--- src/rtl/core/pds_pkg.sv ---
package pds_pkg;

   // the largest normalized step magnitude sits in [2^(NORM_TOP-1), 2^NORM_TOP)
   localparam int NORM_TOP = 24;
   localparam int SEG_BITS = 16;
   localparam logic [SEG_BITS-1:0] SEG_MAX = '1;
   localparam int THR_BITS = 16;
   localparam logic [THR_BITS-1:0] THR_RESET = 16'd3277;
   localparam int CSR_ADDR_BITS = 3;
   localparam logic CSR_IDX_THRESHOLD = 1'b0;

   // points seen since path start
   localparam logic [1:0] SEEN_NONE = 2'd0;
   localparam logic [1:0] SEEN_ONE  = 2'd1;
   localparam logic [1:0] SEEN_TWO  = 2'd2;

   typedef struct packed {
      logic       load;
      logic       norm_step;
      logic       acc_clear;
      logic       mul;
      logic       mul_src_e;
      logic [1:0] sel;
      logic       sqrt_init;
      logic       sqrt_step;
      logic       div_init;
      logic       div_step;
      logic       div_store;
      logic       finish;
   } pds_cmd_type;

   typedef struct packed {
      logic first;
      logic second;
      logic zero;
      logic norm_hi;
      logic norm_lo;
      logic out_free;
   } pds_status_type;

endpackage

--- src/rtl/core/pds_if.sv ---
interface pds_req_if #(parameter int COORD_BITS = 24) ();
   logic                         valid;
   logic                         ready;
   logic                         path_start;
   logic signed [COORD_BITS-1:0] px;
   logic signed [COORD_BITS-1:0] py;
   logic signed [COORD_BITS-1:0] pz;

   modport source(output valid, path_start, px, py, pz, input ready);
   modport sink(input valid, path_start, px, py, pz, output ready);
endinterface

interface pds_rsp_if ();
   logic        valid;
   logic        ready;
   logic        new_segment;
   logic [15:0] segment_index;
   logic        zero_step;

   modport source(output valid, new_segment, segment_index, zero_step, input ready);
   modport sink(input valid, new_segment, segment_index, zero_step, output ready);
endinterface

--- src/rtl/core/pds_ctrl.sv ---
module pds_ctrl
   import pds_pkg::*;
#(
   parameter int DIR_FRAC_BITS = 15
) (
   input  logic           clock,
   input  logic           reset,
   input  logic           req_valid,
   output logic           req_ready,
   input  pds_status_type status,
   output pds_cmd_type    cmd
);

   localparam int QW = DIR_FRAC_BITS + 2;
   localparam logic [4:0] SQRT_LAST = 5'd31;
   localparam logic [4:0] DIV_LAST = 5'(QW - 1);

   typedef enum logic [3:0] {
      IDLE, CHECK, NORM, SQ, SQ_WAIT, SQRT_INIT, SQRT,
      DIV_INIT, DIV, DIV_STORE, DIST, DIST_WAIT, FINISH
   } state_type;

   state_type  state_ff;
   logic [4:0] cnt_ff;
   logic [1:0] idx_ff;

   assign req_ready = (state_ff == IDLE);

   // decode commands from the current state
   always_comb begin
      cmd = '0;
      cmd.sel = idx_ff;
      unique case (state_ff)
         IDLE:      cmd.load = req_valid;
         NORM:      cmd.norm_step = status.norm_hi | status.norm_lo;
         SQ: begin
            cmd.mul = 1'b1;
            cmd.sel = cnt_ff[1:0];
         end
         SQRT_INIT: cmd.sqrt_init = 1'b1;
         // clear the sum of squares once the root has taken it
         SQRT: begin
            cmd.sqrt_step = 1'b1;
            cmd.acc_clear = 1'b1;
         end
         DIV_INIT:  cmd.div_init = 1'b1;
         DIV:       cmd.div_step = 1'b1;
         DIV_STORE: cmd.div_store = 1'b1;
         DIST: begin
            cmd.mul = 1'b1;
            cmd.mul_src_e = 1'b1;
            cmd.sel = cnt_ff[1:0];
         end
         FINISH:    cmd.finish = status.out_free;
         default:   cmd.acc_clear = (state_ff == CHECK);
      endcase
   end

   // sequence one request through normalize, sqrt, divide and compare
   always_ff @(posedge clock) begin
      if (reset) begin
         state_ff <= IDLE;
         cnt_ff <= '0;
         idx_ff <= '0;
      end else begin
         unique case (state_ff)
            IDLE: if (req_valid) state_ff <= CHECK;
            CHECK: begin
               cnt_ff <= '0;
               state_ff <= (status.first || status.zero) ? FINISH : NORM;
            end
            NORM: if (!status.norm_hi && !status.norm_lo) state_ff <= SQ;
            SQ: begin
               cnt_ff <= cnt_ff + 5'd1;
               if (cnt_ff == 5'd2) state_ff <= SQ_WAIT;
            end
            SQ_WAIT: state_ff <= SQRT_INIT;
            SQRT_INIT: begin
               cnt_ff <= '0;
               state_ff <= SQRT;
            end
            SQRT: begin
               cnt_ff <= cnt_ff + 5'd1;
               if (cnt_ff == SQRT_LAST) begin
                  idx_ff <= '0;
                  state_ff <= DIV_INIT;
               end
            end
            DIV_INIT: begin
               cnt_ff <= '0;
               state_ff <= DIV;
            end
            DIV: begin
               cnt_ff <= cnt_ff + 5'd1;
               if (cnt_ff == DIV_LAST) state_ff <= DIV_STORE;
            end
            DIV_STORE: begin
               cnt_ff <= '0;
               idx_ff <= idx_ff + 2'd1;
               if (idx_ff == 2'd2) begin
                  state_ff <= status.second ? FINISH : DIST;
               end else begin
                  state_ff <= DIV_INIT;
               end
            end
            DIST: begin
               cnt_ff <= cnt_ff + 5'd1;
               if (cnt_ff == 5'd2) state_ff <= DIST_WAIT;
            end
            DIST_WAIT: state_ff <= FINISH;
            FINISH: if (status.out_free) state_ff <= IDLE;
            default: state_ff <= IDLE;
         endcase
      end
   end

endmodule

--- src/rtl/core/pds_datapath.sv ---
module pds_datapath
   import pds_pkg::*;
#(
   parameter int COORD_BITS = 24,
   parameter int DIR_FRAC_BITS = 15
) (
   input  logic                         clock,
   input  logic                         reset,
   input  pds_cmd_type                  cmd,
   output pds_status_type               status,
   input  logic                         path_start,
   input  logic signed [COORD_BITS-1:0] px,
   input  logic signed [COORD_BITS-1:0] py,
   input  logic signed [COORD_BITS-1:0] pz,
   input  logic [THR_BITS-1:0]          threshold,
   input  logic                         rsp_ready,
   output logic                         rsp_valid,
   output logic                         rsp_new_segment,
   output logic [SEG_BITS-1:0]          rsp_segment_index,
   output logic                         rsp_zero_step
);

   localparam int C   = COORD_BITS;
   localparam int F   = DIR_FRAC_BITS;
   localparam int DW  = C + 1;
   localparam int AW  = (C + 1 > NORM_TOP) ? C + 1 : NORM_TOP;
   localparam int UW  = F + 1;
   localparam int EW  = F + 2;
   localparam int MW  = (NORM_TOP > F + 1) ? NORM_TOP : F + 1;
   localparam int SW  = 2 * MW + 2;
   localparam int XW  = 64;
   localparam int LW  = 32;
   localparam int QW  = F + 2;
   localparam int NW  = LW + QW;
   localparam logic [QW-1:0] LIM = QW'((1 << F) - 1);

   logic signed [C-1:0]  prev_ff [3];
   logic signed [UW-1:0] ref_ff [3];
   logic signed [UW-1:0] u_ff [3];
   logic [1:0]           seen_ff;
   logic [SEG_BITS-1:0]  seg_ff;
   logic [AW-1:0]        a_ff [3];
   logic [2:0]           neg_ff;
   logic                 first_ff, second_ff, zero_ff;
   logic [2*MW-1:0]      prod_ff;
   logic                 prod_vld_ff;
   logic [SW-1:0]        acc_ff;
   logic [2*THR_BITS-1:0] thr2_ff;
   logic [XW-1:0]        x_ff, r_ff, bit_ff;
   logic [NW-1:0]        num_ff, dsh_ff;
   logic [QW-1:0]        q_ff;
   logic                 rsp_vld_ff, rsp_ns_ff, rsp_zs_ff;
   logic [SEG_BITS-1:0]  rsp_seg_ff;

   logic signed [C-1:0]  p_in [3];
   logic signed [DW-1:0] d [3];
   logic [AW-1:0]        m;
   logic signed [EW-1:0] e;
   logic [EW-1:0]        e_abs;
   logic [MW-1:0]        mul_op;
   logic [XW-1:0]        trial;
   logic [QW-1:0]        q_clip;
   logic                 brk;

   assign p_in[0] = px;
   assign p_in[1] = py;
   assign p_in[2] = pz;

   // step from the current point back to the previous one
   always_comb begin
      for (int i = 0; i < 3; i++) begin
         d[i] = DW'(prev_ff[i]) - DW'(p_in[i]);
      end
   end

   // largest magnitude steers the normalizing shift
   always_comb begin
      m = a_ff[0];
      if (a_ff[1] > m) m = a_ff[1];
      if (a_ff[2] > m) m = a_ff[2];
   end

   assign status.first    = first_ff;
   assign status.second   = second_ff;
   assign status.zero     = zero_ff;
   assign status.norm_hi  = (m >> NORM_TOP) != '0;
   assign status.norm_lo  = (m >> (NORM_TOP - 1)) == '0;
   assign status.out_free = !rsp_vld_ff || rsp_ready;

   // multiplier operand: step magnitude or direction error
   always_comb begin
      e = EW'(ref_ff[cmd.sel]) - EW'(u_ff[cmd.sel]);
      e_abs = e[EW-1] ? EW'(-e) : EW'(e);
      if (cmd.mul_src_e) begin
         mul_op = MW'(e_abs);
      end else begin
         mul_op = MW'(a_ff[cmd.sel][NORM_TOP-1:0]);
      end
   end

   assign trial  = r_ff + bit_ff;
   assign q_clip = (q_ff > LIM) ? LIM : q_ff;
   assign brk    = acc_ff > SW'(thr2_ff);

   // running path state
   always_ff @(posedge clock) begin
      if (reset) begin
         for (int i = 0; i < 3; i++) begin
            prev_ff[i] <= '0;
            ref_ff[i] <= '0;
         end
         seen_ff <= SEEN_NONE;
         seg_ff <= '0;
      end else if (cmd.load) begin
         for (int i = 0; i < 3; i++) prev_ff[i] <= p_in[i];
         if (path_start) begin
            for (int i = 0; i < 3; i++) ref_ff[i] <= '0;
            seen_ff <= SEEN_NONE;
            seg_ff <= '0;
         end
      end else if (cmd.finish) begin
         priority if (first_ff) begin
            seen_ff <= SEEN_ONE;
         end else if (zero_ff) begin
            seen_ff <= seen_ff;
         end else if (second_ff) begin
            for (int i = 0; i < 3; i++) ref_ff[i] <= u_ff[i];
            seen_ff <= SEEN_TWO;
         end else if (brk) begin
            for (int i = 0; i < 3; i++) ref_ff[i] <= u_ff[i];
            if (seg_ff != SEG_MAX) seg_ff <= seg_ff + 1'b1;
         end
      end
   end

   // capture the step and normalize its magnitudes
   always_ff @(posedge clock) begin
      if (cmd.load) begin
         for (int i = 0; i < 3; i++) begin
            neg_ff[i] <= d[i][DW-1];
            a_ff[i] <= d[i][DW-1] ? AW'(-d[i]) : AW'(d[i]);
         end
         zero_ff <= (d[0] == '0) && (d[1] == '0) && (d[2] == '0);
         first_ff <= path_start || (seen_ff == SEEN_NONE);
         second_ff <= !path_start && (seen_ff == SEEN_ONE);
      end else if (cmd.norm_step) begin
         for (int i = 0; i < 3; i++) begin
            a_ff[i] <= status.norm_hi ? (a_ff[i] >> 1) : (a_ff[i] << 1);
         end
      end
   end

   // shared squarer and accumulator
   always_ff @(posedge clock) begin
      if (reset) begin
         prod_vld_ff <= 1'b0;
      end else begin
         prod_vld_ff <= cmd.mul;
      end
      prod_ff <= mul_op * mul_op;
      thr2_ff <= threshold * threshold;
      if (cmd.acc_clear) begin
         acc_ff <= '0;
      end else if (prod_vld_ff) begin
         acc_ff <= acc_ff + SW'(prod_ff);
      end
   end

   // bit-pair square root, one result bit a cycle
   always_ff @(posedge clock) begin
      if (cmd.sqrt_init) begin
         x_ff <= XW'(acc_ff) << 12;
         r_ff <= '0;
         bit_ff <= XW'(1) << (XW - 2);
      end else if (cmd.sqrt_step) begin
         if (x_ff >= trial) begin
            x_ff <= x_ff - trial;
            r_ff <= (r_ff >> 1) + bit_ff;
         end else begin
            r_ff <= r_ff >> 1;
         end
         bit_ff <= bit_ff >> 2;
      end
   end

   // restoring division of each magnitude by the length
   always_ff @(posedge clock) begin
      if (cmd.div_init) begin
         num_ff <= (NW'(a_ff[cmd.sel][NORM_TOP-1:0]) << (F + 6)) + NW'(r_ff[LW-1:1]);
         dsh_ff <= NW'(r_ff[LW-1:0]) << (QW - 1);
         q_ff <= '0;
      end else if (cmd.div_step) begin
         if (num_ff >= dsh_ff) begin
            num_ff <= num_ff - dsh_ff;
            q_ff <= {q_ff[QW-2:0], 1'b1};
         end else begin
            q_ff <= {q_ff[QW-2:0], 1'b0};
         end
         dsh_ff <= dsh_ff >> 1;
      end
      if (cmd.div_store) begin
         u_ff[cmd.sel] <= neg_ff[cmd.sel] ? -UW'(q_clip) : UW'(q_clip);
      end
   end

   // result register
   always_ff @(posedge clock) begin
      if (reset) begin
         rsp_vld_ff <= 1'b0;
      end else if (cmd.finish) begin
         rsp_vld_ff <= 1'b1;
      end else if (rsp_ready) begin
         rsp_vld_ff <= 1'b0;
      end
      if (cmd.finish) begin
         rsp_ns_ff <= first_ff || (!zero_ff && !second_ff && brk);
         rsp_zs_ff <= !first_ff && zero_ff;
         if (!first_ff && !zero_ff && !second_ff && brk && seg_ff != SEG_MAX) begin
            rsp_seg_ff <= seg_ff + 1'b1;
         end else begin
            rsp_seg_ff <= seg_ff;
         end
      end
   end

   assign rsp_valid         = rsp_vld_ff;
   assign rsp_new_segment   = rsp_ns_ff;
   assign rsp_segment_index = rsp_seg_ff;
   assign rsp_zero_step     = rsp_zs_ff;

endmodule

--- src/rtl/core/polyline_direction_segmenter_core.sv ---
// channel | dir | handshake      | payload
// req_ch  | in  | valid/ready    | path_start, px, py, pz
// rsp_ch  | out | valid/ready    | new_segment, segment_index, zero_step
// csr_*   | in  | psel/penable   | break_threshold at byte address 0
//
// A point that is the first of a path or repeats the previous one goes from CHECK to FINISH.
// Otherwise it takes at most 23 normalizing shifts, the squares, the square root and
// three serial divides, then the compare; the second point of a path skips the compare.
// The 32-step square root and the three serial divides dominate.
// Synchronous reset clears the path state; break_threshold resets to 3277.
// One request is in flight at a time; a held result stalls only the next finish.
module polyline_direction_segmenter_core
   import pds_pkg::*;
#(
   parameter int COORD_BITS = 24,
   parameter int DIR_FRAC_BITS = 15
) (
   input  logic                     clock,
   input  logic                     reset,
   pds_req_if.sink                  req_ch,
   pds_rsp_if.source                rsp_ch,
   input  logic                     csr_psel,
   input  logic                     csr_penable,
   input  logic                     csr_pwrite,
   input  logic [CSR_ADDR_BITS-1:0] csr_paddr,
   input  logic [31:0]              csr_pwdata,
   output logic [31:0]              csr_prdata,
   output logic                     csr_pready
);

   pds_cmd_type    cmd;
   pds_status_type status;
   logic [THR_BITS-1:0] thr_ff;
   logic                csr_hit;

   // threshold register
   assign csr_hit    = csr_paddr[CSR_ADDR_BITS-1] == CSR_IDX_THRESHOLD;
   assign csr_pready = 1'b1;
   assign csr_prdata = csr_hit ? 32'(thr_ff) : '0;

   always_ff @(posedge clock) begin
      if (reset) begin
         thr_ff <= THR_RESET;
      end else if (csr_psel && csr_penable && csr_pwrite && csr_hit) begin
         thr_ff <= csr_pwdata[THR_BITS-1:0];
      end
   end

   pds_ctrl #(
      .DIR_FRAC_BITS(DIR_FRAC_BITS)
   ) u_ctrl (
      .clock    (clock),
      .reset    (reset),
      .req_valid(req_ch.valid),
      .req_ready(req_ch.ready),
      .status   (status),
      .cmd      (cmd)
   );

   pds_datapath #(
      .COORD_BITS   (COORD_BITS),
      .DIR_FRAC_BITS(DIR_FRAC_BITS)
   ) u_datapath (
      .clock            (clock),
      .reset            (reset),
      .cmd              (cmd),
      .status           (status),
      .path_start       (req_ch.path_start),
      .px               (req_ch.px),
      .py               (req_ch.py),
      .pz               (req_ch.pz),
      .threshold        (thr_ff),
      .rsp_ready        (rsp_ch.ready),
      .rsp_valid        (rsp_ch.valid),
      .rsp_new_segment  (rsp_ch.new_segment),
      .rsp_segment_index(rsp_ch.segment_index),
      .rsp_zero_step    (rsp_ch.zero_step)
   );

endmodule

--- src/flat_wrapper.sv ---
// flat-port wrapper written by rule: the top's interface ports become plain ports
module polyline_direction_segmenter_core_flat import pds_pkg::*;
#(
   parameter int COORD_BITS = 24,
   parameter int DIR_FRAC_BITS = 15
)
  (clock, reset, csr_psel, csr_penable, csr_pwrite, csr_paddr, csr_pwdata, csr_prdata, csr_pready, req_ch_valid, req_ch_path_start, req_ch_px, req_ch_py, req_ch_pz, req_ch_ready, rsp_ch_valid, rsp_ch_new_segment, rsp_ch_segment_index, rsp_ch_zero_step, rsp_ch_ready);
  pds_req_if #(.COORD_BITS(COORD_BITS)) req_ch_i ();
  pds_rsp_if rsp_ch_i ();
  input  logic clock;
  input  logic reset;
  input  logic csr_psel;
  input  logic csr_penable;
  input  logic csr_pwrite;
  input  logic [CSR_ADDR_BITS-1:0] csr_paddr;
  input  logic [31:0] csr_pwdata;
  output logic [31:0] csr_prdata;
  output logic csr_pready;
  input wire logic [$bits(req_ch_i.valid)-1:0] req_ch_valid;
  input wire logic [$bits(req_ch_i.path_start)-1:0] req_ch_path_start;
  input wire logic [$bits(req_ch_i.px)-1:0] req_ch_px;
  input wire logic [$bits(req_ch_i.py)-1:0] req_ch_py;
  input wire logic [$bits(req_ch_i.pz)-1:0] req_ch_pz;
  output wire logic [$bits(req_ch_i.ready)-1:0] req_ch_ready;
  output wire logic [$bits(rsp_ch_i.valid)-1:0] rsp_ch_valid;
  output wire logic [$bits(rsp_ch_i.new_segment)-1:0] rsp_ch_new_segment;
  output wire logic [$bits(rsp_ch_i.segment_index)-1:0] rsp_ch_segment_index;
  output wire logic [$bits(rsp_ch_i.zero_step)-1:0] rsp_ch_zero_step;
  input wire logic [$bits(rsp_ch_i.ready)-1:0] rsp_ch_ready;
  assign req_ch_i.valid = req_ch_valid;
  assign req_ch_i.path_start = req_ch_path_start;
  assign req_ch_i.px = req_ch_px;
  assign req_ch_i.py = req_ch_py;
  assign req_ch_i.pz = req_ch_pz;
  assign req_ch_ready = req_ch_i.ready;
  assign rsp_ch_valid = rsp_ch_i.valid;
  assign rsp_ch_new_segment = rsp_ch_i.new_segment;
  assign rsp_ch_segment_index = rsp_ch_i.segment_index;
  assign rsp_ch_zero_step = rsp_ch_i.zero_step;
  assign rsp_ch_i.ready = rsp_ch_ready;
  polyline_direction_segmenter_core #(.COORD_BITS(COORD_BITS), .DIR_FRAC_BITS(DIR_FRAC_BITS)) u_core (.clock(clock), .reset(reset), .req_ch(req_ch_i), .rsp_ch(rsp_ch_i), .csr_psel(csr_psel), .csr_penable(csr_penable), .csr_pwrite(csr_pwrite), .csr_paddr(csr_paddr), .csr_pwdata(csr_pwdata), .csr_prdata(csr_prdata), .csr_pready(csr_pready));
endmodule
--- config.mk ---
export PLATFORM = sky130hd
export DESIGN_NAME = polyline_direction_segmenter_core_flat
export DESIGN_NICKNAME = d
export VERILOG_FILES = /design/src/rtl/core/pds_pkg.sv /design/src/rtl/core/pds_if.sv /design/src/rtl/core/pds_ctrl.sv /design/src/rtl/core/pds_datapath.sv /design/src/rtl/core/polyline_direction_segmenter_core.sv /design/src/flat_wrapper.sv
export SDC_FILE = /design/constraint.sdc
export NUM_CORES = 2
export LEC_CHECK = 0
export BUFFER_PORTS_ARGS = -buffer_cell sky130_fd_sc_hd__buf_2
export CORE_MARGIN = 5
export CORE_UTILIZATION = 55
export CTS_BUF_LIST = sky130_fd_sc_hd__clkbuf_2
export DETAILED_ROUTE_END_ITERATION = 8
export GPL_TIMING_DRIVEN = 0
export PLACE_DENSITY_LB_ADDON = 0.12
export SLEW_MARGIN = 20
export SYNTH_ARGS = -nofsm -noshare
export SYNTH_HDL_FRONTEND = slang
export SYNTH_SLANG_ARGS = --single-unit
--- constraint.sdc ---
create_clock -name clock -period 11.9 [get_ports clock]
set_clock_uncertainty 0.2 [all_clocks]
set_input_delay 0 -clock clock [delete_from_list [all_inputs] [get_ports clock]]
set_output_delay 0 -clock clock [all_outputs]
set_load 0.02 [all_outputs]
==> impl_metrics.csv <==
group,metric,value,unit
run_status,status,"finished clean",
sta,fin_crit_sh,98.4,%
grt,grt_antenna_before_repair,5,
sta,slew_headroom,12.5,%
critical_path,critPathKind,"reg2reg",
route,drt-initial-drc-count,5161,
die,die_area,144000,um^2
sta,fmax,85.4,MHz
logic_synthesis,synth_area_per_cell,8.72,um^2
finish,nets,10900,
cts,cts.path.max_buffers,3,
hold_path,hold_path_class,"in2reg",
cts,cts_made_buffers,200,
die,fp-row-count,135,
route,vias,66600,
grt,use_met2,55.0,%
grt,grt_max_degree,81,
sta,tightest_slew,1310,ps
logic_synthesis,syn_area,75100,um^2
grt,met1_usage,41.4,%
cts,numClockSinks,732,
route,vias_per_cell,5.84,
logic_synthesis,synth-seq-cells,732,
logic_synthesis,synth-edff-count,414,
finish,syn_to_final_growth,14.9,%
placed_design,place_congestion,0.961,
cts,cts_max_level,4,
die,die_x,379,um
route,drc,0,
critical_path,crit_required,13130,ps
placed_design,place_hpwl,179000,um
finish,drive_gt1_share,10.1,%
logic_synthesis,synth.distinct_cells,114,
run,drv_cap,0,
logic_synthesis,synth_warnings,0,
critical_path,critPathMaxFanout,10,
grt,gr-total-overflow,0,
logic_synthesis,synth_top_cell_area_share,16.6,%
cts,path_clk_slew,110,ps
grt,grt_pass1_wl,369000,um
critical_path,crit_path_max_incr_delay,560,ps
cts,root_buffer,"clkbuf_2",
grt,grt_util_met3,5.19,%
logic_synthesis,synthFlopType,"edfxtp_1",
logic_synthesis,synth_top_cells_by_area,"edfxtp_1, fa_1, ha_1",
die,placeableCoreArea,136000,um^2
finish,fillers,11500,
critical_path,cp_slowest_cell,"fa_1",
cts,clkLatencyLatePin,1640,ps
route,avgRoutedWirePerCell,20.9,um
sta,min_period,11710,ps
route,drt_wl_total,238000,um
critical_path,crit_path_frequent_cell,"fa_1",
logic_synthesis,async_flop_share,0,%
sta,slew_viol_final,0,
sta,holdWs,234,ps
grt,grt_busiest_layer,"met2",
logic_synthesis,ys_seq_area_share,25.0,%
die,die_y,379,um
critical_path,cp_data_arrival_time,12940,ps
placed_design,numPortBuffers,132,
critical_path,startpoint_type,"flop",
placed_design,place_inst,10600,
critical_path,critical_path.endpoint_type,"flop",
logic_synthesis,synthCells,8615,
sta,setup_violations,0,
finish,fin_cells,11400,
logic_synthesis,yosysTopAreaCell,"edfxtp_1",
sta,finalHoldViolCount,0,
route,antenna_left,0,
die,start_util,55.4,%
cts,cts_tree,"built",
grt,track_usage,32.7,%
route,drt_pre_antenna_iters,7,
grt,grt_pass1_vias,67300,
die,ioPinCount,168,
area by class of cell:
type	count	area [um^2]	share of cell area, %
plain buffers	315	1570	1.82
flip-flops and latches	732	18800	21.8
well taps	1781	2230	2.58
clock inverters	91	509	0.590
inverters	1176	4440	5.15
multi-input cells	6394	51800	60.1
diodes	8	20.0	0.0232
repair buffers	624	5470	6.34
clock buffers	280	1400	1.62
per-stage QoR:
step                worst slack [ps]  setup TNS, ps  area, um^2  utilization (%)
floorplan                       1.03              0       75200                -
detailed placement             -2820         -58910       78300             57.7
global route                    -183          -1470       86300             63.6
CTS                             3.52              0       85200             62.8
global placement               -3020         -67460       78000             57.5
finish                           187              0       86300             63.6
cell usage in the layout (no fill, tap or decap), types with 211 or more instances in the layout:
master / count
dfxtp_1: 313
inv_1: 1156
clkbuf_1: 211
nand2_1: 829
fa_1: 589
a21oi_1: 529
clkbuf_2: 285
xnor2_1: 306
ha_1: 678
edfxtp_1: 414
dlygate4sd3_1: 381
nor2_1: 658
o21ai_0: 451
final timing paths:
check | depth (start not counted) | end | slack (ps) | from
worst min register to register | 2 | u_core.u_datapath.bit_ff[40] | 250 | u_core.u_datapath.bit_ff[42]
worst min-delay path | 8 | u_core.u_datapath.a_ff[1][7] | 230 | req_ch_py[7]
worst max-delay path | 45 | u_core.u_datapath.prod_ff[47] | 190 | u_core.u_ctrl.state_ff[2]
worst max register to register | 45 | u_core.u_datapath.prod_ff[47] | 190 | u_core.u_ctrl.state_ff[2]
cell families after synthesis:
| family | after synthesis | share of synthesized area (%) |
|---|---|---|
| AOI/OAI and AO/OA | 1956 | 16.4 |
| xor gates and xnor gates | 521 | 6.09 |
| adders and majority gates | 1292 | 27.4 |
| buffers and inverters | 1505 | 7.73 |
| DFF | 732 | 25.0 |
| muxes | 166 | 2.23 |
| other | 2 | 0.0100 |
| and+or+nand+nor | 2441 | 15.0 |
synthesized netlist by cell type, types with 69 or more instances:
cell and n:
nand3_1 153, nor3_1 161, nand4_1 69, o21ai_0 461
and2_1 118, nor2b_1 76, inv_1 1167, mux2i_1 156
fa_1 592, ha_1 700, a21oi_1 553, nand2b_1 87
edfxtp_1 414, nor2_1 693, nand2_1 842, xnor2_1 317
a31oi_1 141, xor2_1 203, o21a_1 81, a21o_1 209
clkbuf_1 238, dfxtp_1 318, o21bai_1 89
worst max-delay path, delay by kind of cell, from the launching register on:
family                   cells  cell delay (ps)
buffers and inverters        7              610
flip-flops                   1              390
XOR/XNOR                     2              320
AND/OR/NAND/NOR             10             1420
adder cells (fa/ha/maj)     10             4410
AO/OA/AOI/OAI               16             4280
state kept, by name, summed over array words and instances (netlist names), 3 cells and up:
name,cells
u_core.thr_ff,16
u_core.u_ctrl.cnt_ff,5
u_core.u_ctrl.state_ff,4
u_core.u_datapath.a_ff,75
u_core.u_datapath.acc_ff,50
u_core.u_datapath.bit_ff,32
u_core.u_datapath.dsh_ff,48
u_core.u_datapath.neg_ff,3
u_core.u_datapath.num_ff,49
u_core.u_datapath.prev_ff,72
u_core.u_datapath.prod_ff,47
u_core.u_datapath.q_ff,17
u_core.u_datapath.r_ff,64
u_core.u_datapath.ref_ff,48
u_core.u_datapath.rsp_segment_index,16
u_core.u_datapath.seg_ff,16
u_core.u_datapath.thr2_ff,31
u_core.u_datapath.u_ff,64
u_core.u_datapath.x_ff,64
routing by layer:
| metal | wire [um] | up-vias | share of wire, % |
|---|---|---|---|
| met5 | 13 | - | 0.0055 |
| li1 | - | 31100 | - |
| met2 | 112000 | 2754 | 47 |
| met3 | 16300 | 712 | 6.8 |
| met1 | 97200 | 32100 | 41 |
| met4 | 12600 | 2 | 5.3 |
timing repair:
item / CTS / global route
cloned: 0 / 3
gates resized for setup: 180 / 177
endpoints found under the hold margin: 467 / 0
setup buffers: 56 / 41
hold buffers: 381 / 0
pin swaps: 41 / 93
endpoints found under the setup margin: 37 / 20
Power is not shown: default switching activity piles up to over one toggle a cycle in this logic, so the estimate is an artifact.
